`src/rtl/nfrc_pkg.sv`:
```
// shared types, constants, microprogram and saturating helpers of the root classifier
package nfrc_pkg;

	localparam logic [63:0] PHI_BITS = 64'h9E3779B97F4A7C15;
	localparam int ACC_W = 130;

	// configuration register indexes
	localparam logic [1:0] CFG_POLY_MODE  = 2'd0;
	localparam logic [1:0] CFG_ITER_COUNT = 2'd1;
	localparam logic [1:0] CFG_TOLERANCE  = 2'd2;

	localparam logic [7:0]  ITER_RESET = 8'd32;
	localparam logic [24:0] TOL_RESET  = 25'd16777;

	typedef logic signed [63:0] fx_t;

	typedef struct packed {
		fx_t re;
		fx_t im;
	} cfx_t;

	typedef struct packed {
		logic [5:0] pixel_x;
		logic [5:0] pixel_y;
	} pixel_t;

	typedef struct packed {
		logic [2:0] root_index;
		logic       div_zero;
	} result_t;

	typedef struct packed {
		logic [1:0]  index;
		logic [24:0] data;
	} cfg_req_t;

	typedef enum logic [2:0] {
		OP_INIT, OP_FIVE, OP_MUL, OP_SUB, OP_ADDK, OP_DIV, OP_CLASS
	} op_t;

	typedef enum logic [2:0] {
		R_Z, R_Z2, R_F, R_DF, R_T, R_Q, R_FIVE
	} reg_t;

	typedef struct packed {
		op_t               op;
		reg_t              dst;
		reg_t              src_a;
		reg_t              src_b;
		logic signed [3:0] k;
		logic              last;
	} instr_t;

	typedef struct packed {
		logic   start;
		instr_t instr;
	} dp_cmd_t;

	typedef struct packed {
		logic       done;
		logic       div_zero;
		logic [2:0] root_index;
	} dp_status_t;

	typedef enum logic [3:0] {
		C_IDLE, C_INIT, C_INIT_W, C_FIVE, C_FIVE_W, C_CHECK,
		C_STEP, C_STEP_W, C_CLASS, C_CLASS_W, C_DONE
	} ctrl_state_t;

	typedef enum logic [3:0] {
		DP_IDLE, DP_MOD, DP_FETCH, DP_TERM, DP_MUL, DP_FIN, DP_DIV, DP_CLS, DP_WRITE
	} dp_phase_t;

	function automatic instr_t mk(input op_t op, input reg_t dst, input reg_t a,
		input reg_t b, input logic signed [3:0] k, input logic last);
		instr_t i;
		i.op = op;
		i.dst = dst;
		i.src_a = a;
		i.src_b = b;
		i.k = k;
		i.last = last;
		return i;
	endfunction

	// one newton step per pass through the program
	function automatic instr_t prog_instr(input logic mode, input logic [3:0] pc);
		instr_t i;
		i = mk(OP_SUB, R_Z, R_Z, R_Q, 4'sd0, 1'b1);
		if (!mode) begin
			case (pc)
			4'd0: i = mk(OP_MUL,  R_Z2, R_Z,    R_Z,  4'sd0,  1'b0);
			4'd1: i = mk(OP_ADDK, R_T,  R_Z2,   R_Z2, 4'sd1,  1'b0);
			4'd2: i = mk(OP_MUL,  R_F,  R_Z,    R_T,  4'sd0,  1'b0);
			4'd3: i = mk(OP_ADDK, R_T,  R_Z2,   R_Z2, -4'sd1, 1'b0);
			4'd4: i = mk(OP_MUL,  R_F,  R_F,    R_T,  4'sd0,  1'b0);
			4'd5: i = mk(OP_MUL,  R_T,  R_Z2,   R_Z2, 4'sd0,  1'b0);
			4'd6: i = mk(OP_MUL,  R_T,  R_FIVE, R_T,  4'sd0,  1'b0);
			4'd7: i = mk(OP_ADDK, R_DF, R_T,    R_T,  -4'sd1, 1'b0);
			4'd8: i = mk(OP_DIV,  R_Q,  R_F,    R_DF, 4'sd0,  1'b0);
			default: i = mk(OP_SUB, R_Z, R_Z, R_Q, 4'sd0, 1'b1);
			endcase
		end else begin
			case (pc)
			4'd0:  i = mk(OP_MUL,  R_Z2, R_Z,    R_Z,  4'sd0,  1'b0);
			4'd1:  i = mk(OP_ADDK, R_T,  R_Z2,   R_Z2, 4'sd1,  1'b0);
			4'd2:  i = mk(OP_MUL,  R_F,  R_Z,    R_T,  4'sd0,  1'b0);
			4'd3:  i = mk(OP_SUB,  R_T,  R_Z2,   R_Z,  4'sd0,  1'b0);
			4'd4:  i = mk(OP_ADDK, R_T,  R_T,    R_T,  -4'sd1, 1'b0);
			4'd5:  i = mk(OP_MUL,  R_F,  R_F,    R_T,  4'sd0,  1'b0);
			4'd6:  i = mk(OP_MUL,  R_T,  R_FIVE, R_Z,  4'sd0,  1'b0);
			4'd7:  i = mk(OP_ADDK, R_T,  R_T,    R_T,  -4'sd4, 1'b0);
			4'd8:  i = mk(OP_MUL,  R_T,  R_Z2,   R_T,  4'sd0,  1'b0);
			4'd9:  i = mk(OP_ADDK, R_T,  R_T,    R_T,  -4'sd2, 1'b0);
			4'd10: i = mk(OP_MUL,  R_T,  R_Z,    R_T,  4'sd0,  1'b0);
			4'd11: i = mk(OP_ADDK, R_DF, R_T,    R_T,  -4'sd1, 1'b0);
			4'd12: i = mk(OP_DIV,  R_Q,  R_F,    R_DF, 4'sd0,  1'b0);
			default: i = mk(OP_SUB, R_Z, R_Z, R_Q, 4'sd0, 1'b1);
			endcase
		end
		return i;
	endfunction

	function automatic fx_t sat_add(input fx_t a, input fx_t b);
		logic signed [64:0] s;
		s = 65'(a) + 65'(b);
		if (s[64] != s[63])
			return s[64] ? {1'b1, 63'd0} : {1'b0, {63{1'b1}}};
		return s[63:0];
	endfunction

	function automatic fx_t sat_sub(input fx_t a, input fx_t b);
		logic signed [64:0] s;
		s = 65'(a) - 65'(b);
		if (s[64] != s[63])
			return s[64] ? {1'b1, 63'd0} : {1'b0, {63{1'b1}}};
		return s[63:0];
	endfunction

	function automatic logic [63:0] mag64(input fx_t v);
		return v[63] ? 64'(-v) : 64'(v);
	endfunction

endpackage

```
`src/rtl/nfrc_ctrl.sv`:
```
// controller: walks the newton step program and the per-pixel sequence
module nfrc_ctrl (
	input  logic                  clk,
	input  logic                  arst_n,
	input  logic                  in_valid,
	output logic                  in_ready,
	input  logic                  out_busy,
	input  logic                  poly_mode,
	input  logic [7:0]            iteration_count,
	input  nfrc_pkg::dp_status_t  status,
	output nfrc_pkg::dp_cmd_t     cmd,
	output logic                  res_load,
	output logic                  res_dz
);
	import nfrc_pkg::*;

	ctrl_state_t state_q, state_d;
	logic [3:0]  pc_q;
	logic [7:0]  iter_q;
	logic        dz_q;
	instr_t      step_instr;

	assign step_instr = prog_instr(poly_mode, pc_q);

	always_comb begin
		state_d = state_q;
		case (state_q)
		C_IDLE:    if (in_valid) state_d = C_INIT;
		C_INIT:    state_d = C_INIT_W;
		C_INIT_W:  if (status.done) state_d = C_FIVE;
		C_FIVE:    state_d = C_FIVE_W;
		C_FIVE_W:  if (status.done) state_d = C_CHECK;
		C_CHECK:   state_d = (iter_q == '0) ? C_CLASS : C_STEP;
		C_STEP:    state_d = C_STEP_W;
		C_STEP_W: begin
			if (status.done) begin
				if (status.div_zero) state_d = C_CLASS;
				else if (step_instr.last) state_d = C_CHECK;
				else state_d = C_STEP;
			end
		end
		C_CLASS:   state_d = C_CLASS_W;
		C_CLASS_W: if (status.done) state_d = C_DONE;
		C_DONE:    if (!out_busy) state_d = C_IDLE;
		default:   state_d = C_IDLE;
		endcase
	end

	always_comb begin
		in_ready  = state_q == C_IDLE;
		res_load  = (state_q == C_DONE) && !out_busy;
		res_dz    = dz_q;
		cmd.start = 1'b0;
		cmd.instr = step_instr;
		case (state_q)
		C_INIT: begin
			cmd.start = 1'b1;
			cmd.instr = mk(OP_INIT, R_Z, R_Z, R_Z, 4'sd0, 1'b0);
		end
		C_FIVE: begin
			cmd.start = 1'b1;
			cmd.instr = mk(OP_FIVE, R_FIVE, R_Z, R_Z, 4'sd0, 1'b0);
		end
		C_STEP: cmd.start = 1'b1;
		C_CLASS: begin
			cmd.start = 1'b1;
			cmd.instr = mk(OP_CLASS, R_Z, R_Z, R_Z, 4'sd0, 1'b0);
		end
		default: ;
		endcase
	end

	always_ff @(posedge clk or negedge arst_n) begin
		if (!arst_n) begin
			state_q <= C_IDLE;
			pc_q    <= '0;
			iter_q  <= '0;
			dz_q    <= 1'b0;
		end else begin
			state_q <= state_d;
			case (state_q)
			C_IDLE: begin
				dz_q   <= 1'b0;
				pc_q   <= '0;
				iter_q <= iteration_count;
			end
			C_STEP_W: begin
				if (status.done) begin
					if (status.div_zero) begin
						dz_q <= 1'b1;
					end else if (step_instr.last) begin
						pc_q   <= '0;
						iter_q <= iter_q - 1'b1;
					end else begin
						pc_q <= pc_q + 1'b1;
					end
				end
			end
			default: ;
			endcase
		end
	end

endmodule

```
`config.mk`:
```
export PLATFORM = sky130hd
export DESIGN_NAME = nfrc_ctrl
export DESIGN_NICKNAME = d
export VERILOG_FILES = /design/src/rtl/nfrc_pkg.sv /design/src/rtl/nfrc_ctrl.sv
export SDC_FILE = /design/constraint.sdc
export NUM_CORES = 1
export LEC_CHECK = 0
export ABC_AREA = 1
export ABC_CLOCK_PERIOD_IN_PS = 2250
export BUFFER_PORTS_ARGS = -buffer_cell sky130_fd_sc_hd__buf_4
export CAP_MARGIN = 10
export CORE_MARGIN = 2
export CORE_UTILIZATION = 50
export CTS_CLUSTER_SIZE = 12
export DETAILED_ROUTE_END_ITERATION = 6
export PLACE_DENSITY_LB_ADDON = 0.3
export REMOVE_ABC_BUFFERS = 1
export SYNTH_ARGS = -nofsm -noshare
export SYNTH_HDL_FRONTEND = slang
export SYNTH_SLANG_ARGS = --single-unit
```
`constraint.sdc`:
```
create_clock -name clk -period 2.25 [get_ports clk]
set_clock_uncertainty 0.05 [all_clocks]
set_input_delay 0.675 -clock clk [delete_from_list [all_inputs] [get_ports clk]]
set_output_delay 0.675 -clock clk [all_outputs]
set_load 0.05 [all_outputs]
```
==> reports/qor.yml <==
status: "finished, violations left"
violations: "setup timing"
cp-endpoint: "cmd[15]"
vias: 2314
io_buffers: 35
dp_cells: 409
antenna_found_initial: 0
p_per_area_nw_per_um2: 1290
place_area_um2: 2300
syn_inst: 308
power_frac_comb: 0.787
die_h_um: 64.0
worst_pin_slew_ns: 0.378
area_growth_pct: 44.2
netlist_top_cells_area: "dfrtp_1, nand2_1, o21ai_0, ha_1, nand3_1"
wl_per_cell_um: 13.5
finalWirelength_um: 5620
sw_frac_of_total: 0.573
die_w_um: 64.0
grt_pass1_wl_um: 8980
drt_iter0_markers: 168
cts.clk_slew.worst_paths_ns: 0.12
slew_headroom: 0.747
setup_viol: 17
synth_cell_types: 25
post-dp-hpwl_um: 3790
r2r_cells: 11
drt_pass1_iterations: 5
netlist.area_leader.share: 0.236
placementRows: 21
dieArea_um2: 4100
critPathLaunch: "pc_q[0]"
crit_required_ns: 1.52
p_seq_frac: 0.156
clockBufferDepth: 2
ant_nets: 0
p_clk_frac: 0.057
internal-power_w: 0.00144
cp_slowest_cell: "dfrtp_1"
drive_gt1_frac: 0.335
synth-xor-area-share: 0.00486
hold_path_class: "input port to asynchronous set/reset pin"
cts_buffers: 3
synth_top_family_by_area: "simple AND/OR/NAND/NOR gates"
num-fill-cells: 255
arrival_ns: 1.88
finalCritPeriodShare: 1.16
ctsHoldBuffers: 0
grt-ovfl-total: 0
synth_compound_area_frac: 0.178
fmax_mhz: 383
switchingPower_w: 0.00192
synthSimpleGateAreaFrac: 0.406
vias_per_cell: 5.56
clock-sinks: 17
synth_warnings: 0
cts_root_buf: "clkbuf_4"
p_leak_nw: 1.35
clk_latency_ns: 0.32
ioPinCount: 39
ys_seq_area_frac: 0.236
route.detailed.drc: 0
cts_tree: "done"
critPathMaxFanout: 5
r2r_setup_slack_ns: 0.35
ys_seq_elements: 17
cap_violations: 0
layout_min_cycle_time_ns: 2.61
instances_no_fill: 416
rsz0062_at_grt: "true"
final_cell_mix: "nand2_1, buf_4, inv_1"
vdd.ir_drop.worst_mv: 0.648
synth_area_um2: 1800
r2r-end: "iter_q[2]"
finalHoldViolCount: 0
grt_max_degree: 18
initial_core_util: 0.532
coreArea_um2: 3390
multi_input_area_um2: 1360
crit_path_frequent_cell: "nand2_1"
end_kind: "primary output"
finalInstanceArea_um2: 2600
crit_chain: "inv_2 -> ha_4 -> nor2_2 -> nor2_1 -> nand2_1 -> nand3_1 -> o211ai_1 -> nand2_1 -> buf_6"
mostFrequentLayoutCell: "nand2_1"
startpoint_type: "flop"
reg2reg_from: "pc_q[2]"
gp_congestion: 0.919
avgSynthCellArea_um2: 5.85
crit_path_max_incr_delay_ns: 0.43
setup_ws_ns: -0.359
grt_pass1_vias: 2070
diodes: 0
htreeDepth: 1
track_usage: 0.275
slew_violations: 0
worstSetupPathType: "flop to primary output"
synthAdderAreaFrac: 0.0694
p_total_w: 0.00336
fin_nets: 399
regArea_um2: 427
synth_top_cell_by_area: "dfrtp_1"
synth.area.mux_share: 0
==> cell usage after synthesis <==
| master | instances |
|---|---|
| nand2_1 | 102 |
| inv_1 | 33 |
| nor2_1 | 30 |
| o21ai_0 | 30 |
| nand3_1 | 25 |
| a21oi_1 | 18 |
| dfrtp_1 | 17 |
| ha_1 | 10 |
| clkbuf_1 | 6 |
| o21ai_1 | 6 |
| nand2_2 | 5 |
| inv_2 | 4 |
| nand4_1 | 4 |
| a211oi_1 | 3 |
| a31oi_1 | 2 |
| buf_2 | 2 |
| nor2_2 | 2 |
| o211ai_1 | 2 |
| buf_4 | 1 |
| buf_6 | 1 |
| nor2_4 | 1 |
| nor2_8 | 1 |
| nor3_1 | 1 |
| or2_2 | 1 |
| xor2_1 | 1 |
==> how the worst min path moves through the flow <==
stage / from / end / slack [ns] / cells after the start
3_3_place_gp: iter_q[7] / iter_q[7] / 0.41 / 2
4_1_cts: arst_n / iter_q[0] / 0.15 / 1
5_1_grt: arst_n / iter_q[1] / 0.15 / 1
2_1_floorplan: arst_n / iter_q[0] / 0.33 / 0
3_5_place_dp: iter_q[7] / iter_q[7] / 0.42 / 2
6_report: arst_n / iter_q[0] / 0.14 / 1
==> worst max-delay path: cells and delay by family, from the launching register on <==
family                   cells  cell delay, ns
buffers and inverters        2            0.32
flip-flops                   1            0.43
adder cells (fa/ha/maj)      1            0.23
AND/OR/NAND/NOR              5            0.44
AO/OA/AOI/OAI                1            0.12
==> metal layers <==
layer,vias up,GRT usage,part of all wire
li1,1116,-,-
met3,20,0.0370,0.076
met4,0,0.0951,0.024
met1,1057,0.335,0.40
met2,121,0.492,0.50
met5,-,0,0
==> final cells by class <==
class / instances / share of cell area
clock buffers: 3 / 0.00867
clock inverters: 1 / 0.00289
flip-flops and latches: 17 / 0.164
multi-input cells: 244 / 0.522
well taps: 46 / 0.0222
inverters: 37 / 0.0535
repair buffers: 68 / 0.227
==> power groups by stage <==
| stage | Combinational (W) | Sequential, W | Clock (W) |
|---|---|---|---|
| 4_1_cts | 0.00246 | 0.000516 | 0.000192 |
| 3_5_place_dp | 0.00227 | 0.000521 | 0 |
| 5_1_grt | 0.00286 | 0.000539 | 0.000204 |
| 2_1_floorplan | 0.00151 | 0.000556 | 0 |
| 6_report | 0.00265 | 0.000523 | 0.000191 |
| 3_3_place_gp | 0.00223 | 0.000517 | 0 |
==> timing repair <==
item,CTS,global route
gates cloned,1,0
gates resized for setup,54,30
setup buffers,1,1
pin swaps,10,8
setup endpoints to repair,19,20
==> sequential cells by signal, summed over array words and instances, names as in the netlist <==
register,cells
iter_q,8
pc_q,4
state_q,4
res_dz,1
==> kinds of logic (layout without fill, tap and decap cells) <==
family,after synthesis,after routing
simple gates,172,172
compound gates,61,61
buf+inv,47,109
fa+ha+maj,10,10
xor+xnor,1,1
flops,17,17
==> through the flow <==
step           setup TNS [ns]  hold WS (ns)  worst slack, ns  utilization
6_report                -4.60         0.135           -0.359        0.766
4_1_cts                 -3.95         0.147           -0.290        0.736
3_3_place_gp           -0.128         0.415          -0.0388        0.677
3_5_place_dp           -0.278         0.423          -0.0643        0.677
5_1_grt                 -6.13         0.152           -0.436        0.766
2_1_floorplan           -8.92         0.329            -1.19            -
Note: power is estimated with default switching activity, not from simulation.
